File: config.mk
export PLATFORM = sky130hd
export DESIGN_NAME = brace_block_text_tokenizer_top
export DESIGN_NICKNAME = d
export VERILOG_FILES = /design/src/sv/bbtt_pkg.sv /design/src/sv/bbtt_lexer.sv /design/src/sv/bbtt_out_fifo.sv /design/src/sv/brace_block_text_tokenizer_top.sv
export SDC_FILE = /design/constraint.sdc
export NUM_CORES = 1
export LEC_CHECK = 0
export BUFFER_PORTS_ARGS = -buffer_cell sky130_fd_sc_hd__buf_2
export CAP_MARGIN = 5
export CORE_ASPECT_RATIO = 1.2
export CORE_MARGIN = 4
export CORE_UTILIZATION = 50
export CTS_BUF_LIST = sky130_fd_sc_hd__clkbuf_8
export CTS_CLUSTER_DIAMETER = 40
export DETAILED_ROUTE_END_ITERATION = 12
export PLACE_DENSITY = 0.66
export SLEW_MARGIN = 20
export SYNTH_ARGS = -nofsm -noshare
export SYNTH_HDL_FRONTEND = slang
export SYNTH_SLANG_ARGS = --single-unit
File: constraint.sdc
create_clock -name clk_i -period 5.7 [get_ports clk_i]
set_input_delay 0.285 -clock clk_i [delete_from_list [all_inputs] [get_ports clk_i]]
set_output_delay 0.285 -clock clk_i [all_outputs]
set_load 0.01 [all_outputs]
File: src/sv/bbtt_pkg.sv
// Shared types and constants for the brace-block text tokenizer.
package bbtt_pkg;

  // Token kinds carried in token_kind
  localparam logic [1:0] KIND_OPEN  = 2'd0;
  localparam logic [1:0] KIND_CLOSE = 2'd1;
  localparam logic [1:0] KIND_CHAR  = 2'd2;
  localparam logic [1:0] KIND_END   = 2'd3;

  // Character codes the lexer looks for
  localparam logic [7:0] CH_SLASH  = 8'h2F;
  localparam logic [7:0] CH_QUOTE  = 8'h22;
  localparam logic [7:0] CH_BSLASH = 8'h5C;
  localparam logic [7:0] CH_UNDER  = 8'h5F;
  localparam logic [7:0] CH_HYPHEN = 8'h2D;
  localparam logic [7:0] CH_DOT    = 8'h2E;
  localparam logic [7:0] CH_LBRACE = 8'h7B;
  localparam logic [7:0] CH_RBRACE = 8'h7D;
  localparam logic [7:0] CH_LF     = 8'h0A;
  localparam logic [7:0] CH_TAB    = 8'h09;
  localparam logic [7:0] CH_N      = 8'h6E;
  localparam logic [7:0] CH_T      = 8'h74;

  // Result queue sizing
  localparam int unsigned MAX_RESULTS = 2;
  localparam int unsigned FIFO_DEPTH  = 4;
  localparam int unsigned PTR_W       = $clog2(FIFO_DEPTH);
  localparam int unsigned CNT_W       = $clog2(FIFO_DEPTH + 1);

  typedef struct packed {
    logic [7:0] byte_in;
    logic       end_of_text;
  } in_word_t;

  typedef struct packed {
    logic [1:0] token_kind;
    logic [7:0] char_out;
    logic       last_of_run;
  } out_word_t;

  // Results produced by one input byte: count and up to two words
  typedef struct packed {
    logic [1:0] cnt;
    out_word_t  w0;
    out_word_t  w1;
  } lex_out_t;

endpackage

File: src/sv/bbtt_lexer.sv
// Lexer mode register and per-byte token decode.
module bbtt_lexer (
  input  logic              clk_i,
  input  logic              rst_ni,
  input  bbtt_pkg::in_word_t in_word_i,
  input  logic              accept_i,
  output bbtt_pkg::lex_out_t lex_o
);
  import bbtt_pkg::*;

  typedef enum logic [2:0] {
    MODE_IDLE    = 3'd0,
    MODE_SLASH   = 3'd1,
    MODE_COMMENT = 3'd2,
    MODE_QUOTED  = 3'd3,
    MODE_ESCAPE  = 3'd4,
    MODE_WORD    = 3'd5
  } mode_e;

  typedef struct packed {
    mode_e      mode;
    logic       emit;
    logic [1:0] kind;
    logic [7:0] ch;
  } idle_t;

  mode_e      mode_q, mode_d;
  idle_t      idle_r;
  lex_out_t   res;
  logic [7:0] b;
  logic [7:0] esc_ch;
  logic       last;

  function automatic logic is_word(input logic [7:0] c);
    return (c >= 8'h61 && c <= 8'h7A) || (c >= 8'h41 && c <= 8'h5A) ||
           (c >= 8'h30 && c <= 8'h39) || c == CH_UNDER || c == CH_HYPHEN ||
           c == CH_DOT;
  endfunction

  // Handling of a byte seen outside any token
  function automatic idle_t idle_step(input logic [7:0] c);
    idle_t r;
    begin
      r = '{mode: MODE_IDLE, emit: 1'b0, kind: KIND_OPEN, ch: 8'h00};
      if (c == CH_SLASH) begin
        r.mode = MODE_SLASH;
      end else if (c == CH_LBRACE) begin
        r.emit = 1'b1;
        r.kind = KIND_OPEN;
      end else if (c == CH_RBRACE) begin
        r.emit = 1'b1;
        r.kind = KIND_CLOSE;
      end else if (c == CH_QUOTE) begin
        r.mode = MODE_QUOTED;
      end else if (is_word(c)) begin
        r.emit = 1'b1;
        r.kind = KIND_CHAR;
        r.ch   = c;
        r.mode = MODE_WORD;
      end
      return r;
    end
  endfunction

  // Append one result, drop it when two are already there
  function automatic lex_out_t push(input lex_out_t p, input logic [1:0] k,
                                    input logic [7:0] c);
    lex_out_t r;
    begin
      r = p;
      if (p.cnt == 2'd0) begin
        r.w0  = '{token_kind: k, char_out: c, last_of_run: 1'b0};
        r.cnt = 2'd1;
      end else if (p.cnt == 2'd1) begin
        r.w1  = '{token_kind: k, char_out: c, last_of_run: 1'b0};
        r.cnt = 2'd2;
      end
      return r;
    end
  endfunction

  assign b    = in_word_i.byte_in;
  assign last = in_word_i.end_of_text;

  // Map escape letters
  always_comb begin
    if (b == CH_N) begin
      esc_ch = CH_LF;
    end else if (b == CH_T) begin
      esc_ch = CH_TAB;
    end else begin
      esc_ch = b;
    end
  end

  // Decode one byte against the current mode
  always_comb begin
    idle_r = idle_step(b);
    mode_d = mode_q;
    res    = '0;
    unique case (mode_q)
      MODE_SLASH: begin
        if (b == CH_SLASH) begin
          mode_d = MODE_COMMENT;
        end else begin
          mode_d = idle_r.mode;
          if (idle_r.emit) res = push(res, idle_r.kind, idle_r.ch);
        end
      end
      MODE_COMMENT: begin
        if (b == CH_LF) mode_d = MODE_IDLE;
      end
      MODE_QUOTED: begin
        if (b == CH_QUOTE) begin
          res    = push(res, KIND_END, 8'h00);
          mode_d = MODE_IDLE;
        end else if (b == CH_BSLASH) begin
          if (last) begin
            res = push(res, KIND_CHAR, CH_BSLASH);
          end else begin
            mode_d = MODE_ESCAPE;
          end
        end else begin
          res = push(res, KIND_CHAR, b);
        end
      end
      MODE_ESCAPE: begin
        res    = push(res, KIND_CHAR, esc_ch);
        mode_d = MODE_QUOTED;
      end
      MODE_WORD: begin
        if (is_word(b)) begin
          res = push(res, KIND_CHAR, b);
        end else begin
          res    = push(res, KIND_END, 8'h00);
          mode_d = idle_r.mode;
          if (idle_r.emit) res = push(res, idle_r.kind, idle_r.ch);
        end
      end
      default: begin
        mode_d = idle_r.mode;
        if (idle_r.emit) res = push(res, idle_r.kind, idle_r.ch);
      end
    endcase

    // Close an open string at end of text
    if (last) begin
      if (mode_d == MODE_QUOTED || mode_d == MODE_ESCAPE || mode_d == MODE_WORD) begin
        res = push(res, KIND_END, 8'h00);
      end
      mode_d = MODE_IDLE;
    end

    // Flag the final result of this byte
    if (res.cnt == 2'd1) begin
      res.w0.last_of_run = 1'b1;
    end else if (res.cnt == 2'd2) begin
      res.w1.last_of_run = 1'b1;
    end
  end

  assign lex_o = res;

  // Advance mode on each accepted byte
  always_ff @(posedge clk_i or negedge rst_ni) begin
    if (!rst_ni) begin
      mode_q <= MODE_IDLE;
    end else if (accept_i) begin
      mode_q <= mode_d;
    end
  end

endmodule

File: src/sv/bbtt_out_fifo.sv
// Result queue: takes up to two words per cycle, hands out one when the output is not stalled.
module bbtt_out_fifo (
  input  logic                   clk_i,
  input  logic                   rst_ni,
  input  logic                   push_i,
  input  bbtt_pkg::lex_out_t     lex_i,
  output logic                   full_o,
  output logic                   out_valid_o,
  input  logic                   out_stall_i,
  output bbtt_pkg::out_word_t    out_word_o,
  output logic [bbtt_pkg::CNT_W-1:0] fill_o
);
  import bbtt_pkg::*;

  out_word_t        mem_q [FIFO_DEPTH];
  logic [PTR_W-1:0] wr_ptr_q, rd_ptr_q;
  logic [CNT_W-1:0] cnt_q;
  logic [1:0]       n_push;
  logic             pop;

  assign n_push      = push_i ? lex_i.cnt : 2'd0;
  assign out_valid_o = (cnt_q != '0);
  assign pop         = out_valid_o && !out_stall_i;
  assign out_word_o  = mem_q[rd_ptr_q];
  // Refuse input unless room for a full pair of results
  assign full_o      = (cnt_q > CNT_W'(FIFO_DEPTH - MAX_RESULTS));
  assign fill_o      = cnt_q;

  // Store incoming words
  always_ff @(posedge clk_i) begin
    if (n_push != 2'd0) mem_q[wr_ptr_q] <= lex_i.w0;
    if (n_push == 2'd2) mem_q[wr_ptr_q + PTR_W'(1)] <= lex_i.w1;
  end

  // Track pointers and fill level
  always_ff @(posedge clk_i or negedge rst_ni) begin
    if (!rst_ni) begin
      wr_ptr_q <= '0;
      rd_ptr_q <= '0;
      cnt_q    <= '0;
    end else begin
      wr_ptr_q <= wr_ptr_q + PTR_W'(n_push);
      if (pop) rd_ptr_q <= rd_ptr_q + PTR_W'(1);
      cnt_q <= cnt_q + CNT_W'(n_push) - CNT_W'(pop);
    end
  end

endmodule

File: src/sv/brace_block_text_tokenizer_top.sv
// Brace-block text tokenizer: byte stream in, token words out.
// Result words enter the result queue when their byte is accepted and leave it in order.
// Throughput: one byte per cycle while each byte yields at most one word and the output
// is not stalled; the two words of a byte leave one at a time through the single output
// port of the four-word result queue, which stalls input when it holds three or more.
// Reset: lexer mode returns to idle and the result queue empties.
module brace_block_text_tokenizer_top (
  input  logic                clk_i,
  input  logic                rst_ni,
  input  logic                in_valid_i,
  output logic                in_stall_o,
  input  bbtt_pkg::in_word_t  in_word_i,
  output logic                out_valid_o,
  input  logic                out_stall_i,
  output bbtt_pkg::out_word_t out_word_o
);
  import bbtt_pkg::*;

  logic             accept;
  logic             full;
  lex_out_t         lex;
  logic [CNT_W-1:0] fill;

  assign in_stall_o = full;
  assign accept     = in_valid_i && !full;

  // Decode bytes into result words
  bbtt_lexer u_lexer (
    .clk_i     (clk_i),
    .rst_ni    (rst_ni),
    .in_word_i (in_word_i),
    .accept_i  (accept),
    .lex_o     (lex)
  );

  // Queue result words toward the output
  bbtt_out_fifo u_out_fifo (
    .clk_i       (clk_i),
    .rst_ni      (rst_ni),
    .push_i      (accept),
    .lex_i       (lex),
    .full_o      (full),
    .out_valid_o (out_valid_o),
    .out_stall_i (out_stall_i),
    .out_word_o  (out_word_o),
    .fill_o      (fill)
  );

  // Queue never overflows
  assert property (@(posedge clk_i) disable iff (!rst_ni)
    fill <= CNT_W'(FIFO_DEPTH))
    else $error("result queue overflow");

  // A byte that yields results makes a word available next cycle
  assert property (@(posedge clk_i) disable iff (!rst_ni)
    (accept && lex.cnt != 2'd0) |=> out_valid_o)
    else $error("results of accepted byte not offered");

  // Only the final result of a pair carries the run-end flag
  assert property (@(posedge clk_i) disable iff (!rst_ni)
    (accept && lex.cnt == 2'd2) |-> (!lex.w0.last_of_run && lex.w1.last_of_run))
    else $error("bad last_of_run marking on result pair");

endmodule

==> results of run 1 <==
-- tightest hold or removal path, cell delays in order --
cell and delay, ns:
buf_2 0.08, nor2b_1 0.08, xor2_1 0.13
-- layer usage --
| metal | track usage | wire length [um] | up-vias |
|---|---|---|---|
| met5 | 0 | 0 | - |
| met4 | 0.0755 | 195 | 0 |
| met3 | 0.0209 | 268 | 16 |
| met2 | 0.327 | 3780 | 65 |
| met1 | 0.235 | 3090 | 1167 |
| li1 | - | - | 1163 |
-- cell families after synthesis --
group                    after synthesis  synth area share
multiplexers                          20            0.0992
AO/OA/AOI/OAI                         60             0.132
AND/OR/NAND/NOR                      124             0.218
adder cells (fa/ha/maj)                8            0.0316
buffers and inverters                 28            0.0400
flip-flops                            54             0.461
XOR/XNOR                               7            0.0180
-- report_power, final --
group	internal (mW)	switching, mW
clock	0.0868	0.129
sequential	0.548	0.116
combinational	0.353	0.428
total	0.987	0.673
-- what timing repair did --
| action | in CTS | in global routing |
|---|---|---|
| hold endpoints to repair | 10 | 0 |
| hold buffers | 1 | 0 |
| setup buffers | 0 | 0 |
-- Yosys cell counts, drive strengths merged (4+ instances only) --
cell type | number | area share
a21boi | 4 | 0.0088
a21o | 5 | 0.011
a21oi | 9 | 0.013
and2 | 5 | 0.0092
and3 | 6 | 0.011
buf | 12 | 0.022
clkbuf | 4 | 0.0044
dfrtp | 10 | 0.073
edfxtp | 44 | 0.39
ha | 7 | 0.026
inv | 12 | 0.013
mux2i | 9 | 0.026
mux4 | 11 | 0.073
nand2 | 23 | 0.025
nand2b | 5 | 0.0092
nand3 | 4 | 0.0059
nor2 | 33 | 0.037
nor2b | 17 | 0.031
nor3 | 4 | 0.011
nor4 | 5 | 0.020
o211ai | 7 | 0.017
o21ai | 15 | 0.024
or3 | 4 | 0.0073
xnor2 | 4 | 0.010
-- per-stage QoR --
step	worst slack [ns]	area (um2)	hold slack, ns	power, mW	instances
after floorplan	2.10	3410	-0.0106	1.26	301
after global placement	1.63	3580	0.161	1.43	399
after detailed placement	1.57	3580	0.163	1.46	399
after CTS	1.60	3670	0.295	1.67	408
after global routing	1.27	3670	0.300	1.78	408
final	1.57	3670	0.306	1.66	408
-- state kept, by name, summed over array words and instances (netlist names) --
signal               cells
u_out_fifo.mem_q        44
u_lexer.mode_q           3
u_out_fifo.fill_o        3
u_out_fifo.rd_ptr_q      2
u_out_fifo.wr_ptr_q      2
-- path summary, 6_finish.rpt --
path	from	endpoint	slack [ns]	cells after the start
setup / recovery	u_lexer.mode_q[1]	u_out_fifo.mem_q[0][10]	1.57	9
hold / removal	out_stall_i	u_out_fifo.rd_ptr_q[0]	0.31	3
setup reg to reg	u_lexer.mode_q[1]	u_out_fifo.mem_q[0][10]	1.57	9
hold reg to reg	u_out_fifo.fill_o[2]	u_out_fifo.fill_o[2]	0.51	1
max in group asynchronous	rst_ni	u_out_fifo.rd_ptr_q[0]	5.14	2
min in group asynchronous	rst_ni	u_out_fifo.fill_o[1]	0.36	2
-- layout make-up --
class	instances	share of cell area
clock buffer	5	0.0187
clock inverter	3	0.00545
inverter	12	0.0123
multi-input combinational	219	0.462
sequential	54	0.428
tap	85	0.0289
timing repair buffer	30	0.0449
==> run summary, run 1 <==
Outcome: completed
CP arrival: 4.07 ns
Peak Freq: 242 MHz
LEAKAGE: 1.38 nW
TNS Setup: 0 ns
Worst Max-Slew Pin Slew: 1.03 ns
Clk_skew: 0.00792 ns
Top fanout value on the critical path: 21
Sink Count: 54
Total Nets Final: 343
Yosys reg bits: 54
DP Wirelength: 5260 um
DRC viols: 0
Max-slew violations: 0
Buffers and inverters on the worst path: 0
Cells after Synth: 301
Wirelength per Cell: 18.0 um
Post-route ant nets: 0
Initial antenna violation count: 0
Mapped cell area: 0.00341 mm2
Port bufs: 25
Tmin final: 4.13 ns
Vias in the first global route: 2399
Total die area: 0.00820 mm2
Avg Vias per Cell: 5.91
Slowest CP cell: a21oi_1
Worst slew margin: 0.310
Clk buf depth: 2
Die Ht: 98.4 um
Layout cells sized above 1: 0.198
I/O pins: 26
Ys async rst share: 0.185
Pin count of the biggest net entering global routing: 22
Synth warn: 0
Die width: 83.3 um
Tot GR Track Use: 0.186
Final GP Congestion: 0.907
H-tree Lvls: 2
Ant diodes: 0
Cell Rows: 32
Mean Syn Cell Area: 11.3 um2
Post-CTS sizing: 0
PwrDens: 452 mW/mm2
Netlist cell types: 65
Delay of the slowest critical-path stage: 0.85 ns
Drt first pass iters: 4
Synthesized Nets: 322
Clock transition at the registers of the reported paths: 0.10 ns
EDFF count, synth: 44
Most common cell on crit path: o21ai_2
CTS tree: yes
CP required: 5.64 ns
Layout overhead on the synthesized area: 7.90%
Utilization after layout: 0.563
Peak VDD IR: 0.243 mV
Most common cell after layout, fill and taps aside: edfxtp_1
Routed WL: 7340 um
Endpoints failing setup: 0
Sequential cell area: 0.00157 mm2
Post-synth top flop: edfxtp_1
Max-cap violation count: 0
Most frequent cells in the layout: 44 x edfxtp_1, 32 x nor2_1, 25 x buf_2
HP Class: in2reg
Total gr overflow: 0
Vias post-DR: 2411
Critical path, cell by cell: and3b_1 > a21boi_1 > and2_1 > o32ai_1 > a31oi_1 > o21ai_2 > o21ai_2 > o21ai_0 > a21oi_1
Worst-Skew Late Latency: 0.31 ns
Iteration-0 DRC Markers: 180
Final Cycle Share: 0.725
Core area: 0.00653 mm2
CTS root buffer: clkbuf_8
Top Family by Delay on Critical Path: compound AO/OA/AOI/OAI gates
RSZ-0062 raised after global routing: false
CTS Buf Count: 5
Seq/Total Area, Yosys: 0.461
Critical Path Sink Type: flip-flop
Critical setup path kind: reg2reg
Final Hold Fails: 0
Layout fillers: 581
Setup crit start kind: flip-flop
Initial Utilization: 0.522
First-pass GRT wire length: 12200 um
Footprint of the multi-input gates: 0.00170 mm2
Note: power is estimated with default switching activity, not from simulation.
==> run 2: changes to the inputs <==
Clock period 5.7 ns to 3.85 ns, I/O delays scaled along.
==> run summary, run 2 (synthesized netlist as in run 1, its figures left out) <==
Outcome: completed
CP required: 4.09 ns (-1.55 ns)
Routed WL: 7160 um (-2.5%)
Max-slew violations: 0 (unchanged)
Tot GR Track Use: 0.182 (-0.00463)
Worst-Skew Late Latency: 0.30 ns (about the same)
Hold Crit Endpoint: u_out_fifo.rd_ptr_q[0]
Total die area: 0.00820 mm2 (unchanged)
Setup bufs post-CTS: 0 (unchanged)
DP Wirelength: 5220 um (-0.73%)
Initial antenna violation count: 0 (unchanged)
Die width: 83.3 um (unchanged)
Tmin final: 3.39 ns (-0.743 ns)
RR Startpoint: u_lexer.mode_q[2]
Most common cell after layout, fill and taps aside: edfxtp_1
RSZ-0062 raised after global routing: false
Vias post-DR: 2421 (+0.41%)
Worst slew margin: 0.468 (+0.158)
First-pass GRT wire length: 12100 um (-1.3%)
Cell Rows: 32 (unchanged)
Delay of the slowest critical-path stage: 0.53 ns (-0.32 ns)
Reg2reg end: u_out_fifo.fill_o[2]
Final Hold Fails: 0 (unchanged)
Pin count of the biggest net entering global routing: 19 (-14%)
Sink Count: 54 (unchanged)
R2r setup slk: 0.46 ns (-1.11 ns)
CTS tree: yes
Die Ht: 98.4 um (unchanged)
DRC viols: 0 (unchanged)
Drt first pass iters: 4 (unchanged)
CTS Buf Count: 5 (unchanged)
Clock transition at the registers of the reported paths: 0.10 ns (about the same)
Critical path, cell by cell: buf_4 > or4_1 > o21a_1 > o32ai_1 > a31oi_1 > o21ai_2 > o21ai_2 > and2_1 > ha_1 > fa_1 > xnor2_1 > xnor2_1
Critical Path Sink Type: flip-flop
Worst Max-Slew Pin Slew: 0.798 ns (-0.237 ns)
Peak VDD IR: 0.422 mV (+74%)
Worst hold slack: 0.194 ns (-0.112 ns)
Worst R2R Path Depth: 12 (+3)
Layout overhead on the synthesized area: 10.3%
Top fanout value on the critical path: 12 (-43%)
Layout fillers: 568 (-2.2%)
Hold_buf cts: 1 (unchanged)
Max-cap violation count: 0 (unchanged)
Avg Vias per Cell: 5.78 (-2.2%)
CTS root buffer: clkbuf_8
LEAKAGE: 1.43 nW (+4.1%)
H-tree Lvls: 2 (unchanged)
Layout cells sized above 1: 0.225 (+0.0264)
Wirelength per Cell: 17.1 um (-5.0%)
Top reg by flops: u_out_fifo.mem_q
Iteration-0 DRC Markers: 102 (-43%)
Most frequent cells in the layout: 44 x edfxtp_1, 32 x nor2_1, 25 x buf_2
Initial Utilization: 0.522 (unchanged)
Final GP Congestion: 0.855 (-5.8%)
Setup crit start kind: flip-flop
Clk buf depth: 2 (unchanged)
CP arrival: 3.63 ns (-0.44 ns)
Ant diodes: 0 (unchanged)
Core area: 0.00653 mm2 (unchanged)
Post-route ant nets: 0 (unchanged)
Peak Freq: 295 MHz (+22%)
Post-CTS sizing: 0 (unchanged)
Clk_skew: 0.00595 ns (-0.00197 ns)
Slowest CP cell: or4_1
PwrDens: 664 mW/mm2 (+47%)
Critical setup path kind: reg2reg
Total gr overflow: 0 (unchanged)
I/O pins: 26 (unchanged)
HP Class: in2reg
Buffers and inverters on the worst path: 1 (+1)
Worst Hold Depth: 3 (unchanged)
Final Cycle Share: 0.880 (+0.155)
Min-delay src: out_stall_i
Vias in the first global route: 2437 (+1.6%)
Max reg flops: 44 (unchanged)
TNS Setup: 0 ns (unchanged)
Total Nets Final: 354 (+3.2%)
Top Family by Delay on Critical Path: compound AO/OA/AOI/OAI gates
Endpoints failing setup: 0 (unchanged)
Port bufs: 25 (unchanged)
run 2: cell count changes in the layout (fill, tap and decap cells not counted):
| cell | before | now |
|---|---|---|
| buf_4 | 4 | 15 |
run 2: final cells by class:
type                            count  area [um2]  share of cell area
Sequential cell                    54        1570               0.418
Multi-Input combinational cell    219        1700               0.452
Timing Repair Buffer               41         248              0.0659
Tap cell                           85         106              0.0283
Clock inverter                      3        20.0             0.00533
Clock buffer                        5        68.8              0.0183
Inverter                           12        45.0              0.0120
run 2: worst max-delay path by stage:
stage	start	end	slack, ns	cells past startpoint
6_report	u_lexer.mode_q[2]	u_out_fifo.fill_o[2]	0.46	12
5_1_grt	u_lexer.mode_q[2]	u_out_fifo.fill_o[2]	0.18	12
4_1_cts	u_lexer.mode_q[2]	u_out_fifo.fill_o[2]	0.46	12
3_5_place_dp	in_word_i[8]	u_out_fifo.fill_o[1]	0.35	13
3_3_place_gp	u_lexer.mode_q[2]	u_out_fifo.fill_o[2]	0.46	13
2_1_floorplan	in_word_i[3]	u_out_fifo.mem_q[1][0]	0.34	12
run 2: layer usage:
metal,track usage,wire length [um],vias up
li1,-,-,1183
met1,0.231,3050,1161
met2,0.315,3640,64
met3,0.0276,332,13
met4,0.0667,138,0
met5,0,0,-
run 2: metrics by stage:
step | setup WS, ns | power (mW) | instance area, um2 | cells | utilization
3_5_place_dp | 0.351 | 2.20 | 3660 | 410 | 0.561
5_1_grt | 0.177 | 2.71 | 3760 | 419 | 0.576
2_1_floorplan | 0.339 | 1.87 | 3410 | 301 | -
6_report | 0.461 | 2.50 | 3760 | 419 | 0.576
4_1_cts | 0.457 | 2.52 | 3760 | 419 | 0.576
3_3_place_gp | 0.456 | 2.19 | 3660 | 410 | 0.561
run 2: where the power goes:
| group | internal [mW] | switching [mW] |
|---|---|---|
| combinational | 0.564 | 0.681 |
| clock | 0.129 | 0.190 |
| sequential | 0.812 | 0.122 |
run 2: worst register-to-register path, cell delays in order (launching register included):
cell and delay (ns):
dfrtp_1 0.43, buf_4 0.19, or4_1 0.53, o21a_1 0.18, o32ai_1 0.19, a31oi_1 0.21, o21ai_2 0.22, o21ai_2 0.24
and2_1 0.26, ha_1 0.19, fa_1 0.37, xnor2_1 0.17, xnor2_1 0.13
==> run 3: changes to the inputs <==
Settings changed: CORE_UTILIZATION 50 to 40, PLACE_DENSITY 0.66 to 0.55.
==> run summary, run 3 (synthesized netlist as in run 1, its figures left out) <==
Total gr overflow: 0 (unchanged)
Placed Instances: 438 (+6.8%)
Ant diodes: 0 (unchanged)
Final Cycle Share: 0.872 (-0.00807)
Slowest CP cell: fa_1
Routed WL: 7490 um (+4.6%)
Pin count of the biggest net entering global routing: 21 (+2)
Logic pwr share: 0.488 (-0.011)
Port bufs: 25 (unchanged)
Delay of the slowest critical-path stage: 0.44 ns (-0.09 ns)
DP Area: 0.00369 mm2 (+0.79%)
Total die area: 0.0101 mm2 (+23%)
Final Hold Fails: 0 (unchanged)
Avg Vias per Cell: 5.34 (-7.5%)
Hold_buf cts: 1 (unchanged)
Wirelength per Cell: 16.7 um (-2.0%)
Post-CTS sizing: 0 (unchanged)
HP Class: in2reg
Sink Count: 54 (unchanged)
Finished Cell Area: 0.00381 mm2 (+1.5%)
Max reg flops: 44 (unchanged)
Worst hold slack: 0.180 ns (-0.0136 ns)
Core area: 0.00820 mm2 (+26%)
Final GP Congestion: 0.891 (+4.3%)
Power Total: 2.58 mW (+3.6%)
Critical path, cell by cell: buf_4 > nor2_1 > nor3b_1 > a211oi_1 > o32ai_1 > a31oi_1 > o21ai_2 > o21ai_0 > buf_4 > nand2_1 > ha_1 > inv_1 > fa_1 > xnor2_1 > xnor2_1
Initial Utilization: 0.415 (-0.106)
Clk buf depth: 2 (unchanged)
Layout cells sized above 1: 0.225 (+0.000674)
CTS tree: yes
Clk_skew: 0.00685 ns (+0.000905 ns)
Outcome: completed
PwrDens: 678 mW/mm2 (+2.0%)
Tmin final: 3.36 ns (-0.0311 ns)
Pint: 1.57 mW (+4.7%)
Post-route ant nets: 0 (unchanged)
Total Nets Final: 353 (-0.28%)
Layout fillers: 799 (+41%)
Worst-Skew Late Latency: 0.31 ns (about the same)
Setup crit start kind: flip-flop
Top fanout value on the critical path: 12 (unchanged)
Sequential share of power: 0.360 (-0.014)
Peak Freq: 298 MHz (+0.92%)
Switching pwr: 1.01 mW (+1.8%)
Clock share of power: 0.152 (+0.025)
DRC viols: 0 (unchanged)
Critical setup path kind: reg2reg
Layout overhead on the synthesized area: 12.0%
Tot GR Track Use: 0.162 (-0.0198)
I/O pins: 26 (unchanged)
LEAKAGE: 1.44 nW (+0.73%)
Most common cell after layout, fill and taps aside: edfxtp_1
Clock transition at the registers of the reported paths: 0.10 ns (about the same)
Max-slew violations: 0 (unchanged)
Drt first pass iters: 4 (unchanged)
Setup bufs post-CTS: 0 (unchanged)
Max-cap violation count: 0 (unchanged)
Net Sw Frac: 0.391 (-0.00667)
Die Ht: 109 um (+11%)
Die width: 92.2 um (+11%)
CTS root buffer: clkbuf_8
CP arrival: 3.61 ns (-0.02 ns)
Vias in the first global route: 2404 (-1.4%)
CP required: 4.10 ns (about the same)
Iteration-0 DRC Markers: 110 (+7.8%)
RSZ-0062 raised after global routing: false
Buffers and inverters on the worst path: 3 (+2)
H-tree Lvls: 2 (unchanged)
Worst slew margin: 0.462 (-0.00569)
Cell Rows: 36 (+13%)
Top Family by Delay on Critical Path: compound AO/OA/AOI/OAI gates
Initial antenna violation count: 0 (unchanged)
First-pass GRT wire length: 12500 um (+4.0%)
Non-filler instance count after layout: 447 (+6.7%)
DP Wirelength: 5510 um (+5.6%)
Endpoints failing setup: 0 (unchanged)
Dpl ws: 0.446 ns (+0.0952 ns)
Worst Max-Slew Pin Slew: 0.806 ns (+0.00854 ns)
Utilization after layout: 0.465 (-0.110)
Peak VDD IR: 0.320 mV (-24%)
Final Worst Setup Slack: 0.492 ns (+0.0311 ns)
Top reg by flops: u_out_fifo.mem_q
Critical Path Sink Type: flip-flop
Vias post-DR: 2388 (-1.4%)
TNS Setup: 0 ns (unchanged)
Most frequent cells in the layout: 44 x edfxtp_1, 32 x nor2_1, 25 x buf_2
CTS Buf Count: 5 (unchanged)
-- run 3: layout make-up --
cell class | count | area, um2 | share of cell area
Sequential cell | 54 | 1570 | 0.412
Inverter | 12 | 45.0 | 0.0118
Timing Repair Buffer | 40 | 240 | 0.0630
Tap cell | 114 | 143 | 0.0374
Clock inverter | 3 | 48.8 | 0.0128
Clock buffer | 5 | 68.8 | 0.0180
Multi-Input combinational cell | 219 | 1700 | 0.445
-- run 3: worst paths after layout --
check | startpoint | end | slack [ns] | cells past startpoint
min in group asynchronous | rst_ni | u_out_fifo.fill_o[2] | 0.26 | 2
max in group asynchronous | rst_ni | u_out_fifo.rd_ptr_q[1] | 3.39 | 2
worst max-delay path | u_lexer.mode_q[0] | u_out_fifo.fill_o[2] | 0.49 | 15
worst max register to register | u_lexer.mode_q[0] | u_out_fifo.fill_o[2] | 0.49 | 15
worst min-delay path | out_stall_i | u_out_fifo.rd_ptr_q[0] | 0.18 | 3
worst min register to register | u_out_fifo.fill_o[2] | u_out_fifo.fill_o[2] | 0.50 | 1
-- run 3: layer usage --
| layer | global-route usage | vias to the layer above | part of all wire |
|---|---|---|---|
| met4 | 0.0648 | 0 | 0.022 |
| met3 | 0.0221 | 11 | 0.025 |
| met5 | 0 | - | 0 |
| met1 | 0.194 | 1150 | 0.43 |
| met2 | 0.294 | 41 | 0.52 |
| li1 | - | 1186 | - |
-- run 3: power by group through the flow --
stage                     sequential [mW]  combinational [mW]  clock (mW)
after floorplan                     0.876               0.995           0
after global placement              0.950                1.26           0
after detailed placement            0.952                1.27           0
after CTS                           0.938                1.28       0.405
after global routing                0.957                1.40       0.436
final                               0.930                1.26       0.393
-- run 3: tightest hold or removal path, cell delays in order --
cell and delay [ns]:
buf_2 0.07, nor2b_1 0.06, xor2_1 0.12
